[config.mk]
export PLATFORM = sky130hd
export DESIGN_NAME = motor_safety_supervisor_unit_flat
export DESIGN_NICKNAME = d
export VERILOG_FILES = /design/src/design/mss_pkg.sv /design/src/design/mss_if.sv /design/src/design/mss_cfg_regs.sv /design/src/design/mss_core.sv /design/src/design/motor_safety_supervisor_unit.sv /design/src/flat_wrapper.sv
export SDC_FILE = /design/constraint.sdc
export NUM_CORES = 1
export LEC_CHECK = 0
export ABC_CLOCK_PERIOD_IN_PS = 11850
export BUFFER_PORTS_ARGS = -buffer_cell sky130_fd_sc_hd__buf_2
export CORE_MARGIN = 2
export CORE_UTILIZATION = 39
export CTS_BUF_LIST = sky130_fd_sc_hd__clkbuf_2 sky130_fd_sc_hd__clkbuf_4 sky130_fd_sc_hd__clkbuf_8
export DETAILED_ROUTE_END_ITERATION = 12
export GPL_TIMING_DRIVEN = 0
export PLACE_DENSITY = 0.59
export SYNTH_ARGS = -nofsm -noshare
export SYNTH_HDL_FRONTEND = slang
export SYNTH_SLANG_ARGS = --single-unit
[constraint.sdc]
create_clock -name clk_i -period 11.85 [get_ports clk_i]
set_input_delay 3.555 -clock clk_i [delete_from_list [all_inputs] [get_ports clk_i]]
set_output_delay 3.555 -clock clk_i [all_outputs]
set_load 0.005 [all_outputs]
[src/design/mss_pkg.sv]
// Shared types and constants for the motor safety supervisor.
package mss_pkg;

  localparam int unsigned ACTION_W  = 4;
  localparam int unsigned MODE_W    = 3;
  localparam int unsigned STEP_W    = 9;
  localparam int unsigned RATE_W    = 8;
  localparam int unsigned CFG_IDX_W = 3;

  // Reset values of state and configuration
  localparam int unsigned TRIP_TEMP_RST  = 800;
  localparam int unsigned CLEAR_TEMP_RST = 600;
  localparam int unsigned STEP_RST       = 100;
  localparam int unsigned CEIL_RST       = 2000;
  localparam int unsigned FLOOR_RST      = 500;
  localparam int unsigned RAMP_UP_RST    = 25;
  localparam int unsigned RAMP_DOWN_RST  = 30;
  localparam int unsigned TARGET_RST     = 1500;
  localparam int unsigned LAST_TEMP_RST  = 250;

  typedef enum logic [MODE_W-1:0] {
    MODE_IDLE     = 3'd0,
    MODE_ARMED    = 3'd1,
    MODE_RUNNING  = 3'd2,
    MODE_FAULT    = 3'd3,
    MODE_SHUTDOWN = 3'd4
  } mode_e;

  typedef enum logic [ACTION_W-1:0] {
    ACT_TICK     = 4'd0,
    ACT_ARM      = 4'd1,
    ACT_DISARM   = 4'd2,
    ACT_START    = 4'd3,
    ACT_ESTOP    = 4'd4,
    ACT_RELEASE  = 4'd5,
    ACT_RESET    = 4'd6,
    ACT_UP       = 4'd7,
    ACT_DOWN     = 4'd8,
    ACT_SHUTDOWN = 4'd9
  } action_e;

  typedef enum logic [CFG_IDX_W-1:0] {
    CFG_TRIP_TEMP   = 3'd0,
    CFG_CLEAR_TEMP  = 3'd1,
    CFG_SPEED_STEP  = 3'd2,
    CFG_SPEED_CEIL  = 3'd3,
    CFG_SPEED_FLOOR = 3'd4,
    CFG_RAMP_UP     = 3'd5,
    CFG_RAMP_DOWN   = 3'd6
  } cfg_reg_e;

endpackage

[src/design/mss_if.sv]
// Command and response stream interfaces of the motor safety supervisor.
interface mss_cmd_if #(
  parameter int unsigned TEMP_WIDTH = 11
);
  logic                          valid;
  logic                          ready;
  logic [mss_pkg::ACTION_W-1:0]  action;
  logic [TEMP_WIDTH-1:0]         temperature;

  modport source (output valid, action, temperature, input ready);
  modport sink   (input valid, action, temperature, output ready);
endinterface

interface mss_rsp_if #(
  parameter int unsigned SPEED_WIDTH = 12
);
  logic                        valid;
  logic                        ready;
  logic [mss_pkg::MODE_W-1:0]  mode;
  logic                        command_ok;
  logic                        estop_latched;
  logic [SPEED_WIDTH-1:0]      target_speed;
  logic [SPEED_WIDTH-1:0]      motor_speed;
  logic                        overheat_trip;

  modport source (output valid, mode, command_ok, estop_latched, target_speed, motor_speed,
                  overheat_trip, input ready);
  modport sink   (input valid, mode, command_ok, estop_latched, target_speed, motor_speed,
                  overheat_trip, output ready);
endinterface

[src/design/mss_cfg_regs.sv]
// Configuration register file: limits, speed step and ramp rates.
module mss_cfg_regs #(
  parameter int unsigned SPEED_WIDTH = 12,
  parameter int unsigned TEMP_WIDTH  = 11,
  parameter int unsigned CFG_WIDTH   = 12
) (
  input  logic                            clk_i,
  input  logic                            rst_ni,
  input  logic                            cfg_we_i,
  input  logic [mss_pkg::CFG_IDX_W-1:0]   cfg_idx_i,
  input  logic [CFG_WIDTH-1:0]            cfg_data_i,
  output logic [TEMP_WIDTH-1:0]           trip_temp_o,
  output logic [TEMP_WIDTH-1:0]           clear_temp_o,
  output logic [mss_pkg::STEP_W-1:0]      speed_step_o,
  output logic [SPEED_WIDTH-1:0]          speed_ceil_o,
  output logic [SPEED_WIDTH-1:0]          speed_floor_o,
  output logic [mss_pkg::RATE_W-1:0]      ramp_up_o,
  output logic [mss_pkg::RATE_W-1:0]      ramp_down_o
);
  import mss_pkg::*;

  logic [TEMP_WIDTH-1:0]  trip_temp_q, clear_temp_q;
  logic [STEP_W-1:0]      speed_step_q;
  logic [SPEED_WIDTH-1:0] speed_ceil_q, speed_floor_q;
  logic [RATE_W-1:0]      ramp_up_q, ramp_down_q;

  // Decode the register index and take the write
  always_ff @(posedge clk_i or negedge rst_ni) begin
    if (!rst_ni) begin
      trip_temp_q   <= TEMP_WIDTH'(TRIP_TEMP_RST);
      clear_temp_q  <= TEMP_WIDTH'(CLEAR_TEMP_RST);
      speed_step_q  <= STEP_W'(STEP_RST);
      speed_ceil_q  <= SPEED_WIDTH'(CEIL_RST);
      speed_floor_q <= SPEED_WIDTH'(FLOOR_RST);
      ramp_up_q     <= RATE_W'(RAMP_UP_RST);
      ramp_down_q   <= RATE_W'(RAMP_DOWN_RST);
    end else if (cfg_we_i) begin
      unique case (cfg_reg_e'(cfg_idx_i))
        CFG_TRIP_TEMP:   trip_temp_q   <= cfg_data_i[TEMP_WIDTH-1:0];
        CFG_CLEAR_TEMP:  clear_temp_q  <= cfg_data_i[TEMP_WIDTH-1:0];
        CFG_SPEED_STEP:  speed_step_q  <= cfg_data_i[STEP_W-1:0];
        CFG_SPEED_CEIL:  speed_ceil_q  <= cfg_data_i[SPEED_WIDTH-1:0];
        CFG_SPEED_FLOOR: speed_floor_q <= cfg_data_i[SPEED_WIDTH-1:0];
        CFG_RAMP_UP:     ramp_up_q     <= cfg_data_i[RATE_W-1:0];
        CFG_RAMP_DOWN:   ramp_down_q   <= cfg_data_i[RATE_W-1:0];
        default: ;
      endcase
    end
  end

  assign trip_temp_o   = trip_temp_q;
  assign clear_temp_o  = clear_temp_q;
  assign speed_step_o  = speed_step_q;
  assign speed_ceil_o  = speed_ceil_q;
  assign speed_floor_o = speed_floor_q;
  assign ramp_up_o     = ramp_up_q;
  assign ramp_down_o   = ramp_down_q;

endmodule

[src/design/mss_core.sv]
// Supervisor core: input register, mode and speed state, next-state logic, result register.
module mss_core #(
  parameter int unsigned SPEED_WIDTH = 12,
  parameter int unsigned TEMP_WIDTH  = 11
) (
  input  logic                        clk_i,
  input  logic                        rst_ni,
  mss_cmd_if.sink                     cmd_i,
  mss_rsp_if.source                   rsp_o,
  input  logic [TEMP_WIDTH-1:0]       trip_temp_i,
  input  logic [TEMP_WIDTH-1:0]       clear_temp_i,
  input  logic [mss_pkg::STEP_W-1:0]  speed_step_i,
  input  logic [SPEED_WIDTH-1:0]      speed_ceil_i,
  input  logic [SPEED_WIDTH-1:0]      speed_floor_i,
  input  logic [mss_pkg::RATE_W-1:0]  ramp_up_i,
  input  logic [mss_pkg::RATE_W-1:0]  ramp_down_i
);
  import mss_pkg::*;

  localparam int unsigned SumWidth = SPEED_WIDTH + 1;
  localparam int unsigned DiffWidth = (SPEED_WIDTH > STEP_W) ? SPEED_WIDTH : STEP_W;
  localparam int unsigned TgtWidth = DiffWidth + 1;

  // Input register
  logic                  s1_valid_q;
  logic [ACTION_W-1:0]   s1_action_q;
  logic [TEMP_WIDTH-1:0] s1_temp_q;

  // Supervisor state
  mode_e                  mode_q, mode_d;
  logic                   estop_q, estop_d;
  logic [SPEED_WIDTH-1:0] target_q, target_d;
  logic [SPEED_WIDTH-1:0] speed_q, speed_d;
  logic [TEMP_WIDTH-1:0]  last_temp_q, last_temp_d;
  logic                   ok_d, trip_d;

  // Result register
  logic                   out_valid_q;
  mode_e                  out_mode_q;
  logic                   out_ok_q, out_estop_q, out_trip_q;
  logic [SPEED_WIDTH-1:0] out_target_q, out_speed_q;

  logic out_free, s1_fire, cmd_fire;

  // Ramp and target arithmetic
  logic [SPEED_WIDTH:0]   ramp_up_sum;
  logic [SPEED_WIDTH-1:0] ramp_dn_diff;
  logic                   ramp_dn_under;
  logic [SPEED_WIDTH-1:0] ramp_speed;
  logic [TgtWidth-1:0]    tgt_up_sum;
  logic [SPEED_WIDTH-1:0] tgt_up;
  logic [DiffWidth-1:0]   tgt_dn_diff;
  logic                   tgt_dn_under;
  logic [SPEED_WIDTH-1:0] tgt_dn;

  // Handshake: the result register frees up when empty or being drained
  assign out_free    = !out_valid_q || rsp_o.ready;
  assign s1_fire     = s1_valid_q && out_free;
  assign cmd_i.ready = !s1_valid_q || out_free;
  assign cmd_fire    = cmd_i.valid && cmd_i.ready;

  // Move motor speed toward target without passing it
  assign ramp_up_sum   = {1'b0, speed_q} + SumWidth'(ramp_up_i);
  assign ramp_dn_under = speed_q < SPEED_WIDTH'(ramp_down_i);
  assign ramp_dn_diff  = speed_q - SPEED_WIDTH'(ramp_down_i);

  always_comb begin
    if (speed_q < target_q) begin
      ramp_speed = (ramp_up_sum > SumWidth'(target_q)) ? target_q
                                                       : ramp_up_sum[SPEED_WIDTH-1:0];
    end else if (speed_q > target_q) begin
      ramp_speed = (ramp_dn_under || ramp_dn_diff < target_q) ? target_q : ramp_dn_diff;
    end else begin
      ramp_speed = speed_q;
    end
  end

  // Step target up to the ceiling or down to the floor
  assign tgt_up_sum   = TgtWidth'(target_q) + TgtWidth'(speed_step_i);
  assign tgt_up       = (tgt_up_sum > TgtWidth'(speed_ceil_i)) ? speed_ceil_i
                                                               : tgt_up_sum[SPEED_WIDTH-1:0];
  assign tgt_dn_under = DiffWidth'(target_q) < DiffWidth'(speed_step_i);
  assign tgt_dn_diff  = DiffWidth'(target_q) - DiffWidth'(speed_step_i);
  assign tgt_dn       = (tgt_dn_under || tgt_dn_diff < DiffWidth'(speed_floor_i))
                        ? speed_floor_i : tgt_dn_diff[SPEED_WIDTH-1:0];

  // Next state for the item in the input register
  always_comb begin
    mode_d      = mode_q;
    estop_d     = estop_q;
    target_d    = target_q;
    speed_d     = speed_q;
    last_temp_d = last_temp_q;
    ok_d        = 1'b0;
    trip_d      = 1'b0;
    if (mode_q == MODE_SHUTDOWN) begin
      ok_d = (action_e'(s1_action_q) == ACT_TICK);
    end else begin
      unique case (action_e'(s1_action_q))
        ACT_TICK: begin
          ok_d        = 1'b1;
          last_temp_d = s1_temp_q;
          if (mode_q == MODE_RUNNING) begin
            speed_d = ramp_speed;
          end else begin
            speed_d  = '0;
            target_d = '0;
          end
          if (s1_temp_q > trip_temp_i && mode_q != MODE_FAULT) begin
            estop_d = 1'b1;
            mode_d  = MODE_FAULT;
            trip_d  = 1'b1;
          end
        end
        ACT_ARM: begin
          if (mode_q == MODE_IDLE) begin
            mode_d = MODE_ARMED;
            ok_d   = 1'b1;
          end
        end
        ACT_DISARM: begin
          if (mode_q == MODE_ARMED || mode_q == MODE_RUNNING) begin
            mode_d = MODE_IDLE;
            ok_d   = 1'b1;
          end
        end
        ACT_START: begin
          if (mode_q == MODE_ARMED) begin
            mode_d = MODE_RUNNING;
            ok_d   = 1'b1;
          end
        end
        ACT_ESTOP: begin
          estop_d = 1'b1;
          mode_d  = MODE_FAULT;
          ok_d    = 1'b1;
        end
        ACT_RELEASE: begin
          if (estop_q) begin
            estop_d = 1'b0;
            ok_d    = 1'b1;
          end
        end
        ACT_RESET: begin
          if (mode_q == MODE_FAULT && !estop_q && last_temp_q <= clear_temp_i) begin
            mode_d = MODE_IDLE;
            ok_d   = 1'b1;
          end
        end
        ACT_UP: begin
          if (mode_q == MODE_RUNNING) begin
            target_d = tgt_up;
            ok_d     = 1'b1;
          end
        end
        ACT_DOWN: begin
          if (mode_q == MODE_RUNNING) begin
            target_d = tgt_dn;
            ok_d     = 1'b1;
          end
        end
        ACT_SHUTDOWN: begin
          mode_d = MODE_SHUTDOWN;
          ok_d   = 1'b1;
        end
        default: ;
      endcase
    end
  end

  // Input register valid
  always_ff @(posedge clk_i or negedge rst_ni) begin
    if (!rst_ni) begin
      s1_valid_q <= 1'b0;
    end else if (cmd_fire) begin
      s1_valid_q <= 1'b1;
    end else if (s1_fire) begin
      s1_valid_q <= 1'b0;
    end
  end

  // Capture the command payload on transfer
  always_ff @(posedge clk_i) begin
    if (cmd_fire) begin
      s1_action_q <= cmd_i.action;
      s1_temp_q   <= cmd_i.temperature;
    end
  end

  // Commit state as the item moves into the result register
  always_ff @(posedge clk_i or negedge rst_ni) begin
    if (!rst_ni) begin
      mode_q      <= MODE_IDLE;
      estop_q     <= 1'b0;
      target_q    <= SPEED_WIDTH'(TARGET_RST);
      speed_q     <= '0;
      last_temp_q <= TEMP_WIDTH'(LAST_TEMP_RST);
    end else if (s1_fire) begin
      mode_q      <= mode_d;
      estop_q     <= estop_d;
      target_q    <= target_d;
      speed_q     <= speed_d;
      last_temp_q <= last_temp_d;
    end
  end

  // Result register valid: hold until the response transfer
  always_ff @(posedge clk_i or negedge rst_ni) begin
    if (!rst_ni) begin
      out_valid_q <= 1'b0;
    end else if (s1_fire) begin
      out_valid_q <= 1'b1;
    end else if (rsp_o.ready) begin
      out_valid_q <= 1'b0;
    end
  end

  // Result payload
  always_ff @(posedge clk_i) begin
    if (s1_fire) begin
      out_mode_q   <= mode_d;
      out_ok_q     <= ok_d;
      out_estop_q  <= estop_d;
      out_target_q <= target_d;
      out_speed_q  <= speed_d;
      out_trip_q   <= trip_d;
    end
  end

  assign rsp_o.valid         = out_valid_q;
  assign rsp_o.mode          = out_mode_q;
  assign rsp_o.command_ok    = out_ok_q;
  assign rsp_o.estop_latched = out_estop_q;
  assign rsp_o.target_speed  = out_target_q;
  assign rsp_o.motor_speed   = out_speed_q;
  assign rsp_o.overheat_trip = out_trip_q;

endmodule

[src/design/motor_safety_supervisor_unit.sv]
// Path: a transferred command passes the input register, then the result register, before its response is valid.
// Throughput: one item per cycle while the response side is ready; an input register and a result register
// bound the single pass, and supervisor state commits as an item leaves the input register.
// Reset (async, active low): mode idle, e-stop clear, target 1500, motor speed 0,
// last temperature 250, configuration registers at their default limits and rates.
module motor_safety_supervisor_unit #(
  parameter int unsigned SPEED_WIDTH = 12,
  parameter int unsigned TEMP_WIDTH  = 11,
  localparam int unsigned CfgWidth   =
    (SPEED_WIDTH > TEMP_WIDTH)
      ? ((SPEED_WIDTH > mss_pkg::STEP_W) ? SPEED_WIDTH : mss_pkg::STEP_W)
      : ((TEMP_WIDTH > mss_pkg::STEP_W) ? TEMP_WIDTH : mss_pkg::STEP_W)
) (
  input  logic                           clk_i,
  input  logic                           rst_ni,
  input  logic                           cfg_we_i,
  input  logic [mss_pkg::CFG_IDX_W-1:0]  cfg_idx_i,
  input  logic [CfgWidth-1:0]            cfg_data_i,
  mss_cmd_if.sink                        cmd_i,
  mss_rsp_if.source                      rsp_o
);
  import mss_pkg::*;

  logic [TEMP_WIDTH-1:0]  trip_temp, clear_temp;
  logic [STEP_W-1:0]      speed_step;
  logic [SPEED_WIDTH-1:0] speed_ceil, speed_floor;
  logic [RATE_W-1:0]      ramp_up, ramp_down;

  // Configuration registers
  mss_cfg_regs #(
    .SPEED_WIDTH (SPEED_WIDTH),
    .TEMP_WIDTH  (TEMP_WIDTH),
    .CFG_WIDTH   (CfgWidth)
  ) u_cfg (
    .clk_i         (clk_i),
    .rst_ni        (rst_ni),
    .cfg_we_i      (cfg_we_i),
    .cfg_idx_i     (cfg_idx_i),
    .cfg_data_i    (cfg_data_i),
    .trip_temp_o   (trip_temp),
    .clear_temp_o  (clear_temp),
    .speed_step_o  (speed_step),
    .speed_ceil_o  (speed_ceil),
    .speed_floor_o (speed_floor),
    .ramp_up_o     (ramp_up),
    .ramp_down_o   (ramp_down)
  );

  // Supervisor pipeline
  mss_core #(
    .SPEED_WIDTH (SPEED_WIDTH),
    .TEMP_WIDTH  (TEMP_WIDTH)
  ) u_core (
    .clk_i         (clk_i),
    .rst_ni        (rst_ni),
    .cmd_i         (cmd_i),
    .rsp_o         (rsp_o),
    .trip_temp_i   (trip_temp),
    .clear_temp_i  (clear_temp),
    .speed_step_i  (speed_step),
    .speed_ceil_i  (speed_ceil),
    .speed_floor_i (speed_floor),
    .ramp_up_i     (ramp_up),
    .ramp_down_i   (ramp_down)
  );

`ifndef SYNTHESIS
  // An overtemperature trip always lands in fault with the e-stop latched
  a_trip_fault: assert property (@(posedge clk_i) disable iff (!rst_ni)
    rsp_o.valid && rsp_o.overheat_trip |->
      rsp_o.mode == MODE_FAULT && rsp_o.estop_latched)
    else $error("overheat trip without fault and latched e-stop");

  // Only ticks trip, and ticks are always accepted
  a_trip_ok: assert property (@(posedge clk_i) disable iff (!rst_ni)
    rsp_o.valid && rsp_o.overheat_trip |-> rsp_o.command_ok)
    else $error("overheat trip on a refused item");

  // A transferred command reaches the result register by way of the input register when drained
  a_latency: assert property (@(posedge clk_i) disable iff (!rst_ni)
    (cmd_i.valid && cmd_i.ready) ##1 rsp_o.ready |=> rsp_o.valid)
    else $error("response missing after command transfer");
`endif

endmodule
[src/flat_wrapper.sv]
// flat-port wrapper written by rule: the top's interface ports become plain ports
module motor_safety_supervisor_unit_flat import mss_pkg::*;
#(
  parameter int unsigned SPEED_WIDTH = 12,
  parameter int unsigned TEMP_WIDTH  = 11,
  localparam int unsigned CfgWidth   =
    (SPEED_WIDTH > TEMP_WIDTH)
      ? ((SPEED_WIDTH > mss_pkg::STEP_W) ? SPEED_WIDTH : mss_pkg::STEP_W)
      : ((TEMP_WIDTH > mss_pkg::STEP_W) ? TEMP_WIDTH : mss_pkg::STEP_W)
)
  (clk_i, rst_ni, cfg_we_i, cfg_idx_i, cfg_data_i, cmd_i_valid, cmd_i_action, cmd_i_temperature, cmd_i_ready, rsp_o_valid, rsp_o_mode, rsp_o_command_ok, rsp_o_estop_latched, rsp_o_target_speed, rsp_o_motor_speed, rsp_o_overheat_trip, rsp_o_ready);
  mss_cmd_if #(.TEMP_WIDTH(TEMP_WIDTH)) cmd_i_i ();
  mss_rsp_if #(.SPEED_WIDTH(SPEED_WIDTH)) rsp_o_i ();
  input  logic clk_i;
  input  logic rst_ni;
  input  logic cfg_we_i;
  input  logic [mss_pkg::CFG_IDX_W-1:0] cfg_idx_i;
  input  logic [CfgWidth-1:0] cfg_data_i;
  input wire logic [$bits(cmd_i_i.valid)-1:0] cmd_i_valid;
  input wire logic [$bits(cmd_i_i.action)-1:0] cmd_i_action;
  input wire logic [$bits(cmd_i_i.temperature)-1:0] cmd_i_temperature;
  output wire logic [$bits(cmd_i_i.ready)-1:0] cmd_i_ready;
  output wire logic [$bits(rsp_o_i.valid)-1:0] rsp_o_valid;
  output wire logic [$bits(rsp_o_i.mode)-1:0] rsp_o_mode;
  output wire logic [$bits(rsp_o_i.command_ok)-1:0] rsp_o_command_ok;
  output wire logic [$bits(rsp_o_i.estop_latched)-1:0] rsp_o_estop_latched;
  output wire logic [$bits(rsp_o_i.target_speed)-1:0] rsp_o_target_speed;
  output wire logic [$bits(rsp_o_i.motor_speed)-1:0] rsp_o_motor_speed;
  output wire logic [$bits(rsp_o_i.overheat_trip)-1:0] rsp_o_overheat_trip;
  input wire logic [$bits(rsp_o_i.ready)-1:0] rsp_o_ready;
  assign cmd_i_i.valid = cmd_i_valid;
  assign cmd_i_i.action = cmd_i_action;
  assign cmd_i_i.temperature = cmd_i_temperature;
  assign cmd_i_ready = cmd_i_i.ready;
  assign rsp_o_valid = rsp_o_i.valid;
  assign rsp_o_mode = rsp_o_i.mode;
  assign rsp_o_command_ok = rsp_o_i.command_ok;
  assign rsp_o_estop_latched = rsp_o_i.estop_latched;
  assign rsp_o_target_speed = rsp_o_i.target_speed;
  assign rsp_o_motor_speed = rsp_o_i.motor_speed;
  assign rsp_o_overheat_trip = rsp_o_i.overheat_trip;
  assign rsp_o_i.ready = rsp_o_ready;
  motor_safety_supervisor_unit #(.SPEED_WIDTH(SPEED_WIDTH), .TEMP_WIDTH(TEMP_WIDTH)) u_core (.clk_i(clk_i), .rst_ni(rst_ni), .cfg_we_i(cfg_we_i), .cfg_idx_i(cfg_idx_i), .cfg_data_i(cfg_data_i), .cmd_i(cmd_i_i), .rsp_o(rsp_o_i));
endmodule
# Word level (Yosys, flattened, before mapping)
# Index checks and enable logic that the tools add are counted.
totals:
  ff_bits: 157
  latch_bits: 0
  ramBits: 0
  romBits: 0
  inputBits: 35
  out_inout_bits: 32
  elab_cells: 124
  n_memories: 0
op_classes:
  addsub: 4
  mul: 0
  div: 0
  magnitude_cmp: 10
  eq_ne: 20
  n_shift: 0
  n_mux: 37
  bitwise_logic: 2
  reduce_logical: 29
ops:
  columns: ["operator", "count"]
  rows:
  - ["two-way mux 12 bit", 13]
  - ["< comparator 12 bit", 3]
  - ["case mux 12 bit (3 select lines)", 1]
  - ["greater-than comparator 13 x 12 -> 1 bit", 2]
  - ["case mux 3 bit (7 select lines)", 1]
  - ["two-way mux 3 bit", 6]
  - ["== test 4 x 3 -> 1 bit, second input constant", 4]
  - ["two-way mux 1 bit", 14]
  - ["AND reduction 2 bit", 7]
  - ["adder 12 x 8 -> 13 bit", 1]
  - ["adder 12 x 9 -> 13 bit", 1]
  - ["== test 3 x 2 -> 1 bit, second input constant", 4]
  - ["== test 3 bit, second input constant", 4]
  - ["greater-than comparator 12 bit", 1]
  - ["< comparator 12 x 8 -> 1 bit", 1]
  - ["< comparator 12 x 9 -> 1 bit", 1]
  - ["subtractor 12 x 8 -> 12 bit", 1]
  - ["subtractor 12 x 9 -> 12 bit", 1]
  - ["greater-than comparator 11 bit", 1]
  - ["<= comparator 11 bit", 1]
  - ["== test 4 x 2 -> 1 bit, second input constant", 2]
  - ["== test 4 bit, second input constant", 2]
  - ["case mux 1 bit (7 select lines)", 1]
  - ["== test 3 x 1 -> 1 bit, second input constant", 2]
  - ["13 further kinds", 27]

# Longest topological paths before layout
# Gate-level depths: netlist (run 1).
depth:
  word_depth: 9
  depth_mapped: 20

# Modules after synthesis
# From an unflattened synthesis (run 1), not the netlist that was laid out.
hier_totals:
  hier_cells: 1141
  hier_area_um2: 11385.9
by_module_without_submodules:
  columns: ["mod", "n_inst", "cells_per_inst", "area_per_inst_um2", "seq_area_each_um2"]
  rows:
  - ["mss_core", 1, 987, 8604.5, 2393.5]
  - ["mss_cfg_regs", 1, 154, 2781.4, 1813.0]

# Least setup slack after synthesis (run 1)
# OpenSTA, ideal clock, no wires.
synth_timing:
  path_type: "input port to output port"
  start: "input rsp_o_ready"
  end: "output cmd_i_ready"
  arrival_ns: 3.729
  required_time_ns: 8.295
  setup_slack_ns: 4.566
  path_stages: 1
  path_cell_list: "nand3b_1"
synth_via:
  elab_chain_cells: 2
synth_rtl:
  columns: ["element", "line", "text"]
  rows:
  - ["start: declaration", "flat_wrapper.sv:30", "input wire logic [$bits(rsp_o_i.ready)-1:0] rsp_o_ready;"]
  - ["logical OR 1 bit", "mss_core.sv:57", "assign out_free = !out_valid_q || rsp_o.ready;"]
  - ["logical OR 1 bit", "mss_core.sv:59", "assign cmd_i.ready = !s1_valid_q || out_free;"]
  - ["end: declaration", "flat_wrapper.sv:22", "output wire logic [$bits(cmd_i_i.ready)-1:0] cmd_i_ready;"]
# Every way passes these cells.

# Worst setup path after layout (run 1)
# Ends and elaborated chain as after synthesis.

==> metrics.md, run 1 <==
| Metric | Value |
|---|---|
| Multi-input combinational cell area | `around 0.0063 sq mm` |
| Worst r2r src | `u_core.u_core.speed_q[0]` |
| TritonRoute pass-1 iters | `5` |
| Setup ws final | `4.32 ns` |
| Layout cell share with drive strength beyond 1 | `0.169` |
| Max-cap viol count | `0` |
| Clock period minus worst slack | `7.53 ns` |
| Post-CTS Setup Inserts | `0` |
| CP startpoint | `rsp_o_ready` |
| Net Switching | `1.38 mW` |
| Crit path top cell by count | `buf_2` |
| Placer Congestion | `about 0.91` |
| Root buf cell | `clkbuf_8` |
| Via count | `9,112` |
| IO Count | `67` |
| Most used DFF post-synth | `dfrtp_1` |
| Cells along the critical path | `buf_2 -> nand3b_1 -> buf_2` |
| RSZ-0062 raised after global routing | `false` |
| Synth Net Count | `about 1,300` |
| Combinational Power Share | `0.595` |
| Routed WL per cell | `19.2 um` |
| Port buffer count | `65` |
| Largest net degree at the start of global routing | `97` |
| Synth Register Bits | `157` |
| Synthesis warning total | `0` |
| Grt ovf | `0` |
| Switching Share | `0.471` |
| Leakage | `5.30 nW` |
| # setup viols final | `0` |
| 1st-iter DRT viols | `about 600` |
| Htree depth | `4` |
| Most frequent cells in the layout | `125 x nand2_1, 114 x ha_1, 97 x inv_1` |
| Syn Std Cell Area | `0.0111 sq mm` |
| Slew headroom | `0.202` |
| DRT Wirelength | `31,800 um` |
| Commonest non-fill, non-tap cell in the layout | `nand2_1` |
| CP top delay family | `buffers and inverters` |
| Post-synth ARST share | `0.713` |
| Fmax | `between 0.1 and 0.15 GHz` |
| CTS buffer count | `17` |
| Total Die Area | `between 0.02 and 0.03 sq mm` |
| Final period util | `0.635` |
| Clock buffer depth | `2` |
| FILL cells | `approximately 2,800` |
| CP peak stage delay | `roughly 0.17 ns` |
| Number of global-route vias before repair | `8,897` |
| Dpl ws | `4.32 ns` |
| Final hold violations | `0` |
| Antenna diodes | `0` |
| Storage cell area | `0.00421 sq mm` |
| Syn avg cell area | `approximately 9.4 sq um` |
| Final nets | `1,419` |
| Initial antenna violation count | `0` |
| CTS Hold Bufs | `0` |
| First-pass GRT wire length | `about 50,000 um` |
| Status | `completed` |
| Routed Antenna Nets | `0` |
| Vert. Die Dim | `173 um` |
| Core Area | `approximately 0.028 sq mm` |
| Setup CP Type | `in -> out` |
| CTS resizes | `0` |
| Die width | `about 170 um` |
| CP endpoint kind | `primary output` |
| Worst-Margin Slew | `1.18 ns` |
| Worst path required time | `slightly above 8 ns` |
| Fin Setup TNS | `0 ns` |
| Post-Route Utilization | `0.444` |
| Crit path max fanout | `3` |
| Row Count | `61` |
| CTS tree | `done` |
| Clock Latency Late Sink | `0.48 ns` |
| Drt drc | `0` |
| DPL Wire Length | `24,600 um` |
| Worst Skew | `0.0192 ns` |
| Cells after synthesis | `~1,200` |
| Startpoint types | `primary input` |
| Flop pwr share | `0.263` |
| Slowest cell on the critical path | `nand3b_1` |
| Vias per cell | `between 5 and 6` |
| Area grow syn2layout | `11.4%` |
| Sinks on Clock Net | `157` |
| Max Slew Vio Count | `0` |
| Yosys cell types | `83` |
| Placed cells | `1,625` |
| Number of flops mapped to enable cells by yosys | `45` |
| Initial Util | `0.398` |
| Sequential share of the synthesized area | `0.379` |
| Min-Delay Startpoint | `u_core.u_core.last_temp_q[0]` |
| Total track usage | `0.215` |
| Int Pwr | `1.55 mW` |
| CTS clock-pin slew for the worst setup and hold paths | `0.10 ns` |
| WP buf/inv | `2` |
| Clock Power Share | `0.142` |
| CP arrival | `3.97 ns` |
| Max IR drop VDD | `~0.00015 V` |
| P per Cell Area | `236 mW/mm^2` |
| Non-filler cells, final | `1,657` |
| Hold Path Class | `reg -> reg` |
==> cells in the mapped netlist, drive strengths merged (4+ instances only) <==
| library cell | n | area share |
|---|---|---|
| and4 | 4 | 0.0032 |
| or4 | 5 | 0.0037 |
| xnor2 | 23 | 0.018 |
| and2 | 6 | 0.0034 |
| o21ai | 119 | 0.055 |
| or3 | 9 | 0.0051 |
| nand2 | 126 | 0.043 |
| o211ai | 17 | 0.012 |
| inv | 97 | 0.033 |
| nand2b | 17 | 0.0096 |
| clkbuf | 41 | 0.014 |
| nand3 | 33 | 0.015 |
| nor3 | 28 | 0.013 |
| a21o | 11 | 0.0074 |
| dfrtp | 70 | 0.16 |
| or2 | 5 | 0.0028 |
| a21boi | 4 | 0.0027 |
| dfstp | 42 | 0.10 |
| a221oi | 4 | 0.0037 |
| fa | 4 | 0.0072 |
| o31ai | 7 | 0.0052 |
| a211oi | 16 | 0.011 |
| nor2b | 17 | 0.0096 |
| mux2 | 47 | 0.048 |
| a21oi | 56 | 0.025 |
| nand4b | 4 | 0.0032 |
| edfxtp | 45 | 0.12 |
| and3 | 6 | 0.0034 |
| nor4 | 5 | 0.0028 |
| o221a | 8 | 0.0081 |
| a31oi | 6 | 0.0034 |
| nor2 | 51 | 0.017 |
| nand4 | 8 | 0.0045 |
| ha | 114 | 0.13 |
| o21bai | 4 | 0.0027 |
| a22o | 10 | 0.0079 |
| o21a | 11 | 0.0074 |
| mux2i | 23 | 0.021 |
| a211o | 5 | 0.0039 |
| buf | 12 | 0.0068 |
| xor2 | 10 | 0.0079 |
==> path summary, 6_finish.rpt <==
check                      cells after the start  slack, ns                                 end
setup / recovery                               3       4.32                         cmd_i_ready
hold / removal                                 2       0.50        u_core.u_core.last_temp_q[0]
max in group asynchronous                      2       8.17        u_core.u_cfg.speed_ceil_o[4]
setup reg to reg                              17       6.94  u_core.u_core.rsp_o.motor_speed[4]
min in group asynchronous                      1       2.90            u_core.u_core.speed_q[8]
hold reg to reg                                2       0.50        u_core.u_core.last_temp_q[0]
==> power by group through the flow <==
stage / logic (mW) / registers, mW / clock network (mW)
after floorplan: 1.28 / 0.751 / 0
after global placement: 1.69 / 0.776 / 0
after detailed placement: 1.71 / 0.780 / 0
after CTS: 1.72 / 0.769 / 0.427
after global routing: 1.94 / 0.782 / 0.448
final: 1.74 / 0.769 / 0.414
==> cell type report <==
class                   count  share of cell area
repair buffers             67              0.0313
flip-flops and latches    157               0.340
clock inverters            15              0.0140
inverters                  98              0.0298
well taps                 378              0.0383
multi-input cells         872               0.509
plain buffers              53              0.0186
clock buffers              17              0.0189
==> metal layers <==
layer	up-vias	part of all wire	global-route usage
met3	46	0.047	0.0255
met4	0	0.025	0.0726
met1	4363	0.47	0.301
li1	4462	-	-
met5	-	0	0
met2	241	0.46	0.347
==> registers in the layout, indices dropped and copies added, names as in the netlist, 12 cells and up <==
register	count
u_core.u_cfg.speed_ceil_o	12
u_core.u_cfg.speed_floor_o	12
u_core.u_core.rsp_o.motor_speed	12
u_core.u_core.rsp_o.target_speed	12
u_core.u_core.speed_q	12
u_core.u_core.target_q	12
==> cells by family after synthesis <==
kind of cell	Yosys count	share of synthesized area
buf+inv	151	0.0538
flops	157	0.379
xor+xnor	33	0.0261
simple gates	330	0.144
mux	70	0.0685
fa+ha+maj	118	0.136
compound gates	321	0.193
==> tightest hold or removal path: cells and delay by family, from the launching register on <==
family           cells  cell delay [ns]
flip-flops           1             0.36
AO/OA/AOI/OAI        1             0.06
AND/OR/NAND/NOR      1             0.05
==> stage by stage <==
step / power [mW] / hold WS, ns / cell area (sq um)
floorplan: 2.03 / 0.450 / 11100
global placement: 2.47 / 0.464 / 11900
detailed placement: 2.49 / 0.476 / 12000
CTS: 2.91 / 0.501 / 12400
global route: 3.17 / 0.535 / 12400
finish: 2.92 / 0.501 / 12400
(Power assumes the default switching activity.)
==> run 2, diff against run 1 <==
- ABC_AREA: not set -> 1
- ABC_CLOCK_PERIOD_IN_PS: 11850 -> 7300
- clock period: 11.85 -> 7.3 ns (I/O delays scaled with it)
==> run 2 against run 1 <==
  * Area after synthesis grew 2.6%
  * First-iteration DRC count is 42% higher
  * Design area is 2.0% higher
  * Utilization decreased by 0.45 points
==> metrics.md, run 2 <==
| Metric | Value |
|---|---|
| Status | `completed (unchanged)` |
| 1st-iter DRT viols | `872 (was 612)` |
| Root buf cell | `clkbuf_8 (unchanged)` |
| Non-filler cells, final | `1,932 (was 1,657)` |
| TritonRoute pass-1 iters | `5 (unchanged)` |
| Die width | `175 um (was 173 um)` |
| Htree depth | `4 (unchanged)` |
| Total track usage | `0.216 (was 0.215)` |
| Vert. Die Dim | `175 um (was 173 um)` |
| Max Slew Vio Count | `0 (unchanged)` |
| Leakage | `6.31 nW (was 5.30 nW)` |
| Startpoint types | `primary input (unchanged)` |
| Routed Antenna Nets | `0 (unchanged)` |
| Max IR drop VDD | `0.000277 V (was 0.000154 V)` |
| Synth Net Count | `1,601 (was 1,333)` |
| IO Count | `67 (unchanged)` |
| Setup CP Type | `in -> out (unchanged)` |
| Layout cell share with drive strength beyond 1 | `0.163 (was 0.169)` |
| Clock Latency Late Sink | `0.50 ns (was 0.48 ns)` |
| Yosys cell types | `60 (was 83)` |
| Grt ovf | `0 (unchanged)` |
| P per Cell Area | `482 mW/mm^2 (was 236 mW/mm^2)` |
| Commonest non-fill, non-tap cell in the layout | `nand2_1 (unchanged)` |
| Vias per cell | `5.09 (was 5.50)` |
| CP peak stage delay | `0.15 ns (was 0.17 ns)` |
| Slew headroom | `0.335 (was 0.202)` |
| Post-synth ARST share | `0.713 (unchanged)` |
| RSZ-0062 raised after global routing | `false (unchanged)` |
| Post-CTS Setup Inserts | `0 (unchanged)` |
| Area contributors post-synth | `dfrtp_1 15%, nand2_1 13%, ha_1 13%, edfxtp_1 12%, dfstp_2 9.7% (was dfrtp_1 16%, ha_1 13%, edfxtp_1 12%, dfstp_2 10%, mux2_2 4.7%)` |
| # setup viols final | `0 (unchanged)` |
| Row Count | `62 (was 61)` |
| CP top delay family | `buffers and inverters (unchanged)` |
| First-pass GRT wire length | `51,000 um (was 50,400 um)` |
| Final nets | `1,687 (was 1,419)` |
| Syn avg cell area | `7.86 sq um (was 9.40 sq um)` |
| Final period util | `0.654` |
| CTS clock-pin slew for the worst setup and hold paths | `0.09 ns (was 0.10 ns)` |
| CTS resizes | `0 (unchanged)` |
| Placer Congestion | `0.901 (was 0.912)` |
| WHS | `0.494 ns (was 0.501 ns)` |
| Final hold violations | `0 (unchanged)` |
| Post-Route Utilization | `0.439 (was 0.444)` |
| Cells after synthesis | `1,448 (was 1,180)` |
| Number of global-route vias before repair | `9,343 (was 8,897)` |
| Sinks on Clock Net | `157 (unchanged)` |
| Most frequent cells in the layout | `407 x nand2_1, 179 x inv_1, 114 x ha_1 (was 125 x nand2_1, 114 x ha_1, 97 x inv_1)` |
| CTS Hold Bufs | `0 (unchanged)` |
| Crit path top cell by count | `buf_2 (unchanged)` |
| Initial antenna violation count | `2 (was 0)` |
| Sequential share of the synthesized area | `0.370 (was 0.379)` |
| Initial Util | `0.396 (was 0.398)` |
| Synth Register Bits | `157 (unchanged)` |
| Drt drc | `0 (unchanged)` |
| CTS buffer count | `17 (unchanged)` |
| Number of flops mapped to enable cells by yosys | `45 (unchanged)` |
| Fmax | `0.209 GHz` |
| Most used DFF post-synth | `dfrtp_1 (unchanged)` |
| Largest net degree at the start of global routing | `71 (was 97)` |
| Crit path max fanout | `3 (unchanged)` |
| Clock buffer depth | `2 (unchanged)` |
| Most numerous cell in the Yosys netlist | `nand2_1 (unchanged)` |
| Max-cap viol count | `0 (unchanged)` |
| CP endpoint kind | `primary output (unchanged)` |
| Synthesis warning total | `0 (unchanged)` |
| Hold Path Class | `reg -> reg (unchanged)` |
| Total Die Area | `0.0306 sq mm (was 0.0298 sq mm)` |
| Dpl cell area | `0.0122 sq mm (was 0.0120 sq mm)` |
| Port buffer count | `66 (was 65)` |
| Post-synth top area share | `0.154 (was 0.158)` |
| DRT Wirelength | `31,900 um (was 31,800 um)` |
| Area grow syn2layout | `10.8% (was 11.4%)` |
| Cells along the critical path | `buf_2 -> inv_1 -> nand3_1 -> buf_2 (was buf_2 -> nand3b_1 -> buf_2)` |
| Layout Cell Area excl Fill | `0.0126 sq mm (was 0.0124 sq mm)` |
| Syn Std Cell Area | `0.0114 sq mm (was 0.0111 sq mm)` |
| Worst-Margin Slew | `0.990 ns (was 1.18 ns)` |
| Via count | `9,837 (was 9,112)` |
| Fin Setup TNS | `0 ns (unchanged)` |
| DPL Wire Length | `24,900 um (was 24,600 um)` |
| Routed WL per cell | `16.5 um (was 19.2 um)` |
| Yosys top cell by area | `dfrtp_1 (unchanged)` |
| Core Area | `0.0287 sq mm (was 0.0279 sq mm)` |
| CTS tree | `done (unchanged)` |
| Worst Skew | `0.0177 ns (was 0.0192 ns)` |
| WP buf/inv | `3 (was 2)` |
| Slowest cell on the critical path | `buf_2 (was nand3b_1)` |
| Placed cells | `1,899 (was 1,625)` |
| Commonest cells post-synth | `407 x nand2_1, 179 x inv_1, 114 x ha_1 (was 125 x nand2_1, 114 x ha_1, 97 x inv_1)` |
| FILL cells | `2,976 (was 2,756)` |
| CP arrival | `2.59 ns (was 3.97 ns)` |
| Worst path required time | `5.11 ns (was 8.30 ns)` |
| Clock period minus worst slack | `4.78 ns` |
[run 2: cell count changes in the layout (fill, tap and decap cells not counted), sizes merged, moves of 22 or more]
cell    before  now
mux2i       23    0
clkbuf      58   36
nor2        51   83
inv        104  195
nand2      126  438
nand3       33  111
mux2        47   10
[run 2: layout make-up]
class | count | area, sq um | area share
well taps | 384 | 480 | 0.0381
plain buffers | 43 | 251 | 0.0200
flip-flops and latches | 157 | 4210 | 0.334
clock buffers | 17 | 234 | 0.0186
multi-input cells | 1061 | 6210 | 0.493
diodes | 1 | 2.50 | 0.000199
repair buffers | 67 | 364 | 0.0289
clock inverters | 15 | 145 | 0.0115
inverters | 187 | 704 | 0.0559
[run 2: path summary, 6_finish.rpt]
kind	startpoint	to	slack, ns	cells after the start
max in group asynchronous	rst_ni	u_core.u_core.last_temp_q[4]	4.91	2
min	u_core.u_cfg.clear_temp_o[8]	u_core.u_cfg.clear_temp_o[8]	0.49	2
min reg2reg	u_core.u_cfg.clear_temp_o[8]	u_core.u_cfg.clear_temp_o[8]	0.49	2
max reg2reg	u_core.u_core.target_q[0]	u_core.u_core.rsp_o.target_speed[11]	3.23	22
min in group asynchronous	rst_ni	u_core.u_core.target_q[9]	1.60	1
max	rsp_o_ready	cmd_i_ready	2.52	4
[run 2: per-layer routing]
layer | wire, um | GRT usage | vias to the layer above | share of wire
li1 | - | - | 4946 | -
met1 | 15300 | 0.302 | 4568 | 0.48
met2 | 14400 | 0.348 | 281 | 0.45
met3 | 1550 | 0.0326 | 40 | 0.049
met4 | 595 | 0.0601 | 2 | 0.019
met5 | 13 | 0 | - | 0.00041
[run 2: where the power goes]
group	total, mW	internal [mW]	switching [mW]	leakage [nW]
registers	1.37	1.18	0.191	1.78
clock network	0.654	0.252	0.402	0.193
logic	4.06	1.48	2.58	4.33
total	6.08	2.91	3.17	6.31
[run 2: cells by family (layout without fill, tap and decap cells)]
kind of cell,count (synthesis),count (layout),synth area share
buffers and inverters,230,329,0.0840
AO/OA/AOI/OAI,234,234,0.119
multiplexers,10,10,0.00990
flip-flops,157,157,0.370
AND/OR/NAND/NOR,666,666,0.260
adder cells (fa/ha/maj),118,118,0.132
other,0,1,0
XOR/XNOR,33,33,0.0254
[run 2: metrics by stage]
stage / power, mW / worst slack [ns]
final: 6.08 / 2.52
after global routing: 6.70 / 2.48
after CTS: 6.06 / 2.52
after detailed placement: 5.37 / 2.52
after global placement: 5.30 / 2.50
after floorplan: 4.39 / 2.77
[run 2: worst min-delay path, delay by kind of cell, from the launching register on]
kind               cells  cell delay (ns)
and+or+nand+nor        1             0.05
DFF                    1             0.35
AOI/OAI and AO/OA      1             0.06
